`src/rtl/alm_pkg.sv`:
```
// Shared widths, constants, register indexes and control types of the audio level meter.
package alm_pkg;

  localparam int SMP_W     = 25;
  localparam int LVL_W     = 16;
  localparam int A0_W      = 47;
  localparam int COEF_W    = 48;
  localparam int DEC_W     = 16;
  localparam int OFS_W     = 12;
  localparam int CFG_W     = 48;
  localparam int CFG_IDX_W = 3;
  localparam int X_W       = 49;
  localparam int XS_W      = 51;
  localparam int Y_W       = 64;
  localparam int ACC_W     = 116;
  localparam int ACC_SHIFT = 46;
  localparam int Q_W       = ACC_W - ACC_SHIFT;
  localparam int LOG_W     = 64;
  localparam int MANT_W    = 31;
  localparam int FRAC_W    = 16;
  localparam int NRM_W     = 6;
  localparam int LQ_W      = NRM_W + FRAC_W + 1;
  localparam int K_W       = 19;
  localparam int DBP_W     = 43;
  localparam int DB_SHIFT  = 24;
  localparam int HELD_W    = 32;
  localparam int BIT_W     = 6;
  localparam int ITER_W    = 4;

  localparam int MAX_BLOCK_DEF = 4096;

  localparam logic [CFG_IDX_W-1:0] REG_A0     = 3'd0;
  localparam logic [CFG_IDX_W-1:0] REG_B1     = 3'd1;
  localparam logic [CFG_IDX_W-1:0] REG_B2     = 3'd2;
  localparam logic [CFG_IDX_W-1:0] REG_DECAY  = 3'd3;
  localparam logic [CFG_IDX_W-1:0] REG_OFFSET = 3'd4;

  localparam logic [DEC_W-1:0]        DECAY_RST  = 16'd3030;
  localparam logic signed [OFS_W-1:0] OFFSET_RST = 12'sd358;

  localparam logic [1:0] TERM_FF = 2'd0;
  localparam logic [1:0] TERM_B1 = 2'd1;
  localparam logic [1:0] TERM_B2 = 2'd2;

  localparam logic [SMP_W-1:0]         ONE_FS   = 25'd8388608;
  localparam logic [K_W-1:0]           K_PWR    = 19'd197283;
  localparam logic [K_W-1:0]           K_AMP    = 19'd394566;
  localparam logic signed [LQ_W-1:0]   E_PWR    = 23'sd3014656;
  localparam logic signed [LQ_W-1:0]   E_AMP    = 23'sd1507328;
  localparam logic signed [LVL_W-1:0]  LVL_MIN  = 16'sh8000;
  localparam logic signed [LVL_W-1:0]  LVL_MAX  = 16'sh7fff;
  localparam logic signed [HELD_W-1:0] HELD_MIN = 32'sh80000000;
  localparam logic signed [Y_W-1:0]    Y_MIN    = 64'sh8000000000000000;
  localparam logic signed [Y_W-1:0]    Y_MAX    = 64'sh7fffffffffffffff;

  typedef struct packed {
    logic       accept;
    logic       sq;
    logic       mac_load;
    logic [1:0] term;
    logic       mac_step;
    logic       mac_msb;
    logic       sat;
    logic       rms_floor;
    logic       log_load;
    logic       log_sel;
    logic       norm_step;
    logic       mant_load;
    logic       iter_step;
    logic       db_mul;
    logic       db_fin;
    logic       bp_floor;
    logic       peak_mul;
    logic       peak_fin;
    logic       out_load;
  } alm_cmd_t;

  typedef struct packed {
    logic y_pos;
    logic norm_done;
    logic end_flag;
    logic bpm_nz;
  } alm_stat_t;

endpackage

```
`src/rtl/alm_ctrl.sv`:
```
// Controller: sequences the MAC, log and peak steps for one transaction.
module alm_ctrl import alm_pkg::*; (
  input  logic      clk,
  input  logic      rst_n,
  input  logic      in_valid,
  output logic      in_stall,
  output logic      out_valid,
  input  logic      out_stall,
  input  alm_stat_t stat_i,
  output alm_cmd_t  cmd_o
);

  localparam logic [3:0] S_IDLE = 4'd0;
  localparam logic [3:0] S_SQ   = 4'd1;
  localparam logic [3:0] S_MACL = 4'd2;
  localparam logic [3:0] S_MACS = 4'd3;
  localparam logic [3:0] S_SAT  = 4'd4;
  localparam logic [3:0] S_RCHK = 4'd5;
  localparam logic [3:0] S_NORM = 4'd6;
  localparam logic [3:0] S_ITER = 4'd7;
  localparam logic [3:0] S_DBM  = 4'd8;
  localparam logic [3:0] S_DBF  = 4'd9;
  localparam logic [3:0] S_PCHK = 4'd10;
  localparam logic [3:0] S_PMUL = 4'd11;
  localparam logic [3:0] S_PFIN = 4'd12;
  localparam logic [3:0] S_DONE = 4'd13;

  localparam logic [BIT_W-1:0]  BIT_LAST  = BIT_W'(COEF_W - 1);
  localparam logic [ITER_W-1:0] ITER_LAST = ITER_W'(FRAC_W - 1);

  logic [3:0]        state_r, state_nxt;
  logic [BIT_W-1:0]  bit_r, bit_nxt;
  logic [1:0]        term_r, term_nxt;
  logic [ITER_W-1:0] iter_r, iter_nxt;
  logic              sel_r, sel_nxt;
  logic              out_valid_r, out_valid_nxt;

  always_comb begin
    state_nxt = state_r;
    bit_nxt   = bit_r;
    term_nxt  = term_r;
    iter_nxt  = iter_r;
    sel_nxt   = sel_r;
    cmd_o     = '0;
    cmd_o.term    = term_r;
    cmd_o.log_sel = sel_r;
    case (state_r)
      S_IDLE: begin
        if (in_valid) begin
          cmd_o.accept = 1'b1;
          state_nxt    = S_SQ;
        end
      end
      S_SQ: begin
        cmd_o.sq  = 1'b1;
        term_nxt  = TERM_FF;
        state_nxt = S_MACL;
      end
      S_MACL: begin
        cmd_o.mac_load = 1'b1;
        bit_nxt        = '0;
        state_nxt      = S_MACS;
      end
      S_MACS: begin
        cmd_o.mac_step = 1'b1;
        cmd_o.mac_msb  = (bit_r == BIT_LAST);
        bit_nxt        = bit_r + 1'b1;
        if (bit_r == BIT_LAST) begin
          if (term_r == TERM_B2) begin
            state_nxt = S_SAT;
          end else begin
            term_nxt  = term_r + 1'b1;
            state_nxt = S_MACL;
          end
        end
      end
      S_SAT: begin
        cmd_o.sat = 1'b1;
        state_nxt = S_RCHK;
      end
      S_RCHK: begin
        if (stat_i.y_pos) begin
          cmd_o.log_load = 1'b1;
          cmd_o.log_sel  = 1'b0;
          sel_nxt        = 1'b0;
          state_nxt      = S_NORM;
        end else begin
          cmd_o.rms_floor = 1'b1;
          state_nxt       = S_PCHK;
        end
      end
      S_NORM: begin
        if (stat_i.norm_done) begin
          cmd_o.mant_load = 1'b1;
          iter_nxt        = '0;
          state_nxt       = S_ITER;
        end else begin
          cmd_o.norm_step = 1'b1;
        end
      end
      S_ITER: begin
        cmd_o.iter_step = 1'b1;
        iter_nxt        = iter_r + 1'b1;
        if (iter_r == ITER_LAST) state_nxt = S_DBM;
      end
      S_DBM: begin
        cmd_o.db_mul = 1'b1;
        state_nxt    = S_DBF;
      end
      S_DBF: begin
        cmd_o.db_fin = 1'b1;
        state_nxt    = sel_r ? S_PMUL : S_PCHK;
      end
      S_PCHK: begin
        if (!stat_i.end_flag) begin
          state_nxt = S_DONE;
        end else if (stat_i.bpm_nz) begin
          cmd_o.log_load = 1'b1;
          cmd_o.log_sel  = 1'b1;
          sel_nxt        = 1'b1;
          state_nxt      = S_NORM;
        end else begin
          cmd_o.bp_floor = 1'b1;
          state_nxt      = S_PMUL;
        end
      end
      S_PMUL: begin
        cmd_o.peak_mul = 1'b1;
        state_nxt      = S_PFIN;
      end
      S_PFIN: begin
        cmd_o.peak_fin = 1'b1;
        state_nxt      = S_DONE;
      end
      S_DONE: begin
        if (!out_valid_r || !out_stall) begin
          cmd_o.out_load = 1'b1;
          state_nxt      = S_IDLE;
        end
      end
      default: state_nxt = S_IDLE;
    endcase
  end

  always_comb begin
    out_valid_nxt = out_valid_r;
    if (out_valid_r && !out_stall) out_valid_nxt = 1'b0;
    if (cmd_o.out_load) out_valid_nxt = 1'b1;
  end

  always_ff @(posedge clk) begin
    if (!rst_n) begin
      state_r     <= S_IDLE;
      bit_r       <= '0;
      term_r      <= TERM_FF;
      iter_r      <= '0;
      sel_r       <= 1'b0;
      out_valid_r <= 1'b0;
    end else begin
      state_r     <= state_nxt;
      bit_r       <= bit_nxt;
      term_r      <= term_nxt;
      iter_r      <= iter_nxt;
      sel_r       <= sel_nxt;
      out_valid_r <= out_valid_nxt;
    end
  end

  assign in_stall  = (state_r != S_IDLE);
  assign out_valid = out_valid_r;

  a_no_overwrite: assert property (@(posedge clk) disable iff (!rst_n)
    cmd_o.out_load |-> (!out_valid_r || !out_stall))
    else $error("result overwritten while pending");

  a_mac_to_sat: assert property (@(posedge clk) disable iff (!rst_n)
    (state_r == S_MACS && bit_r == BIT_LAST && term_r == TERM_B2) |=> state_r == S_SAT)
    else $error("MAC did not finish after last term");

  a_norm_exit: assert property (@(posedge clk) disable iff (!rst_n)
    (state_r == S_NORM && stat_i.norm_done) |=> (state_r == S_ITER && iter_r == '0))
    else $error("normalizer exit lost");

  a_peak_only_at_end: assert property (@(posedge clk) disable iff (!rst_n)
    cmd_o.peak_fin |-> stat_i.end_flag)
    else $error("peak update without block end");

endmodule

```
`config.mk`:
```
export PLATFORM = sky130hd
export DESIGN_NAME = alm_ctrl
export DESIGN_NICKNAME = d
export VERILOG_FILES = /design/src/rtl/alm_pkg.sv /design/src/rtl/alm_ctrl.sv
export SDC_FILE = /design/constraint.sdc
export NUM_CORES = 1
export LEC_CHECK = 0
export BUFFER_PORTS_ARGS = -buffer_cell sky130_fd_sc_hd__buf_2
export CAP_MARGIN = 20
export CORE_UTILIZATION = 40
export DETAILED_ROUTE_END_ITERATION = 6
export HOLD_SLACK_MARGIN = 0.02
export PLACE_DENSITY = 0.68
export SYNTH_ARGS = -nofsm -noshare
export SYNTH_HDL_FRONTEND = slang
export SYNTH_SLANG_ARGS = --single-unit
```
`constraint.sdc`:
```
create_clock -name clk -period 1.8 [get_ports clk]
set_input_delay 0.18 -clock clk [delete_from_list [all_inputs] [get_ports clk]]
set_output_delay 0.18 -clock clk [all_outputs]
set_load 0.005 [all_outputs]
```
Word level (Yosys, flattened, before mapping)
Cells that the tools add are included.
{"block": "totals", "regBits": 18, "input_bits": 8, "out_inout_bits": 22, "word_cells": 97}
{"block": "classes", "add_sub_neg": 3, "n_eq_ne": 25, "muxes": 48, "reduce_logical": 15}
{"operator": "one-hot mux 4 bit (14 select lines)", "count": 1}
{"operator": "two-way mux 4 bit", "count": 9}
{"operator": "== test 4 bit (second input constant)", "count": 7}
{"operator": "two-way mux 1 bit", "count": 25}
{"operator": "inequality test 2 bit (second input constant)", "count": 9}
{"operator": "== test 4 x 3 -> 1 bit (second input constant)", "count": 4}
{"operator": "two-way mux 2 bit", "count": 7}
{"operator": "one-hot mux 6 bit (2 select lines)", "count": 1}
{"operator": "nonzero test 2 bit", "count": 5}
{"operator": "== test 4 x 2 -> 1 bit (second input constant)", "count": 2}
{"operator": "one-hot mux 2 bit (2 select lines)", "count": 2}
{"operator": "one-hot mux 4 bit (2 select lines)", "count": 1}
{"operator": "adder 6 x 1 -> 6 bit (second input constant)", "count": 1}
{"operator": "== test 6 bit (second input constant)", "count": 1}
{"operator": "AND reduction 5 bit", "count": 1}
{"operator": "adder 4 x 1 -> 4 bit (second input constant)", "count": 1}
{"operator": "== test 4 x 1 -> 1 bit (second input constant)", "count": 1}
{"operator": "logical NOT 4 bit", "count": 1}
{"operator": "AND reduction 4 bit", "count": 1}
{"operator": "nonzero test 4 bit", "count": 1}
{"operator": "two-way mux 3 bit", "count": 1}
{"operator": "AND reduction 3 bit", "count": 1}
{"operator": "adder 2 x 1 -> 2 bit (second input constant)", "count": 1}
{"operator": "== test 2 bit (second input constant)", "count": 1}
{"operator": "5 further kinds", "count": 6}

Depth between registers and ports, before layout
{"block": "logic_depth", "depth_word": 5, "depth_mapped": 6, "mapped_depth_nobuf": 5}

Least setup slack after synthesis
OpenSTA, ideal clock, no wires.
{"block": "synth_timing", "path_type": "register to register", "start": "reg term_r[0]", "end": "reg term_r[1]", "setup_time_ps": 129, "arrival_time_ps": 1355, "t_required_ps": 1671, "path_slack_ps": 316, "stages_incl_launch_ff": 6, "n_path_buf": 0, "synth_period_minus_slack_ps": 1484, "cell_sequence": "dfxtp_1 > inv_1 > ha_1 > or3b_1 > a211oi_2 > o32ai_2"}
{"block": "synth_via", "elab_chain_len": 4, "elab_cells_between_ends": 7, "classes_between": "add/sub (1); eq/ne (2); mux (3); reduce/logical (1)"}
{"element": "from (decl)", "line_no": "alm_ctrl.sv:33", "rtl": "logic [1:0] term_r, term_nxt;"}
{"element": "from (signal assigned)", "line_no": "alm_ctrl.sv:162", "rtl": "term_r <= term_nxt;"}
{"element": "adder 2 x 1 -> 2 bit", "line_no": "alm_ctrl.sv:72", "rtl": "term_nxt = term_r + 1'b1;"}
{"element": "two-way mux 2 bit", "line_no": "alm_ctrl.sv:69", "rtl": "if (term_r == TERM_B2) begin"}
{"element": "two-way mux 2 bit", "line_no": "alm_ctrl.sv:68", "rtl": "if (bit_r == BIT_LAST) begin"}
{"element": "one-hot mux 2 bit (2 select lines)", "line_no": "alm_ctrl.sv:47", "rtl": "case (state_r)"}
Several ways; a longest one is shown, not always the timed one. The select of a mux whose other input is x is not followed.
A chain may end at the register's enable or synchronous reset.

==> metrics.txt <==
status complete, no violations; postcts setup bufs 0; CP Class flop to primary output; Post-Synthesis Cells between 150 and 200; r2r endpoint state_r[3]$_SDFFE_PN0P_; WL met2 around 1500 um; vias in the first global route between 1000 and 1500; core box area 0.00303 mm^2; hold buffer count at CTS 0; uppermost routed layer met4; RSZ-0062 raised after global routing true; CTS H-tree lvls 1; Reg2Reg Setup Slack approximately 160 ps; Reg2Reg Depth 5; worst path required time 1620 ps; CTS tree done; Min Hold Slack around 200 ps; mux cell area share after synthesis 0; slew margin rel. 0.702; Post-synth EDFFs 0; Clock Path Buffers 2; die width just under 60 um; Die Ht about 58 um; Worst Hold Launch rst_n; via/cell ratio approximately 5.5; cell taking the most area after synthesis dfxtp_1; placed cell areas between 0.001 and 0.0015 mm^2; root buffer cell clkbuf_4; Startpoint Class flop; asr flop ratio synth 0; top_reg_cell synth dfxtp_1; 1st-iter DRT viols 100; Max Slew Vio Count 0; Syn-to-layout area delta 20.5%; WHS Path Cells 3; synth warn 0; most common cell in the netlist nand2_1; adder-cell share of the synthesized area 0.0297; antenna violations before repair 0; CTS buffer count 3; Sink Count 18; DRT Wirelength 3180 um; GRT overflow 0; main combinational cell family by area after synthesis compound AO/OA/AOI/OAI gates; Final period util 0.979; Final HPWL DP 2410 um; Synthesized Nets roughly 180; total die area between 0.003 and 0.004 mm^2; Setup Skew 11.1 ps; largest net degree at the start of global routing 20; CP Capture Type primary output; synthesized area 0.00126 mm^2; Starting Density 0.417; Synth area leaders dfxtp_1 29%, nand2_1 5.6%, o21ai_0 5.2%; P_leak between 0.6 and 0.7 nW; FF-to-FF Start bit_r[0]$_SDFFE_PN0P_; Port Buffers 29; worst slew pin tran about 450 ps; Max FO, Critical Path 19; Final Cell Area 0.00152 mm^2; GRT Total Usage 0.209; Routed Antenna Nets 0; Arrival @ worst endpoint approximately 1600 ps; Clock Latency Late Sink ~300 ps; Synth Area in Compound Gates 0.300; Synth Area in XOR/XNOR 0; first drt pass iteration count 4; Finish-stage setup viols 0; syn avg cell area approximately 7.7 um^2; synth unique cells between 40 and 50; post-layout min period 1760 ps; Met3 Routed Length 139 um; Synth Area in Simple Gates 0.298; sequential-to-total area share from yosys stat 0.285; routability congestion estimate just under 0.9; # rows 20; drt wl/cell around 13 um; max-cap violation count 0; Total Nets Final 204; Worst Hold Path EP sel_r$_SDFFE_PN0P_; CTS clk-pin slew, worst paths around 110 ps; Max rail drop VDD 0.000353 V; commonest cells in the netlist 19 x nand2_1, 18 x dfxtp_1, 15 x nor2_1, 13 x o21ai_0, 12 x a21oi_1; Yosys top cell area share 0.285; global-route wire length before repair around 5500 um; via count ~1300; DRC viols 0; power density over the cells ~550 mW/mm^2; Max Clock Freq 567 MHz; share of layout cells above drive strength 1 0.297; Synth Register Bits 18; Final Hold Fails 0; Top Ports 30; wl on met1 roughly 1500 um; min-delay worst type primary input to flop; # diodes 0
==> cell type report <==
cell class / instances / area (um^2)
inverters: 9 / 36.3
multi-input cells: 125 / 808
fillers: 290 / 1510
well taps: 44 / 55.1
repair buffers: 36 / 218
clock buffers: 4 / 36.3
flip-flops and latches: 18 / 368
==> state kept, by name (all words and copies together), names as in the netlist <==
signal	flops
out_valid	1
state_r	4
term_r	2
sel_r	1
iter_r	4
bit_r	6
==> critical path, stage by stage (launching register included) <==
cell	delay, ps
dfxtp_2	370
buf_12	150
nand2b_4	150
or3_4	370
nand2_1	70
nand2_1	50
buf_2	120
==> through the flow <==
| step | std cells | power, mW | setup WS [ps] | TNS, ps | util |
|---|---|---|---|---|---|
| finish | 236 | 0.843 | 37.2 | 0 | 0.502 |
| global route | 236 | 0.897 | -66.2 | -66.5 | 0.502 |
| CTS | 236 | 0.852 | 18.5 | 0 | 0.499 |
| detailed placement | 232 | 0.598 | 203 | 0 | 0.481 |
| global placement | 232 | 0.592 | 244 | 0 | 0.481 |
| floorplan | 164 | 0.537 | 316 | 0 | - |
==> how the worst max path moves through the flow <==
stage / depth (start not counted) / from / to / slack, ps
global placement: 5 / bit_r[0]$_SDFFE_PN0P_ / term_r[1]$_SDFFE_PN0P_ / 240
detailed placement: 4 / state_r[3]$_SDFFE_PN0P_ / state_r[3]$_SDFFE_PN0P_ / 200
global route: 6 / state_r[1]$_SDFFE_PN0P_ / cmd_o[9] / -70
finish: 6 / state_r[1]$_SDFFE_PN0P_ / cmd_o[9] / 40
floorplan: 5 / term_r[0]$_SDFFE_PN0P_ / term_r[1]$_SDFFE_PN0P_ / 320
CTS: 4 / state_r[3]$_SDFFE_PN0P_ / cmd_o[7] / 20
==> per-layer routing <==
layer,vias to the layer above,GRT usage
met4,0,0.0918
met3,9,0.0313
li1,656,-
met2,40,0.342
met5,-,0
met1,602,0.274
==> kinds of logic after synthesis <==
group / after synthesis
simple gates: 71
fa+ha+maj: 3
flops: 18
compound gates: 51
buf+inv: 21
==> cells in the final DEF (no fill, tap or decap), types with 7 or more instances in the layout <==
cell	Yosys	routed
a21oi_1	12	12
buf_2	4	29
dfxtp_1	18	14
inv_1	8	8
nand2_1	19	19
nor2_1	15	14
nor3_1	7	7
o21ai_0	13	13
==> report_power, final <==
| part | switching (mW) | internal (mW) |
|---|---|---|
| Combinational | 0.107 | 0.0732 |
| Sequential | 0.00900 | 0.405 |
| Clock | 0.127 | 0.123 |
| Total | 0.242 | 0.601 |
==> timing repair <==
item / in CTS / in global routing
pin swaps: 0 / 1
endpoints found under the hold margin: 0 / 0
setup endpoints to repair: 4 / 4
resized for setup: 5 / 5
Power figures use the tool's default switching activity.
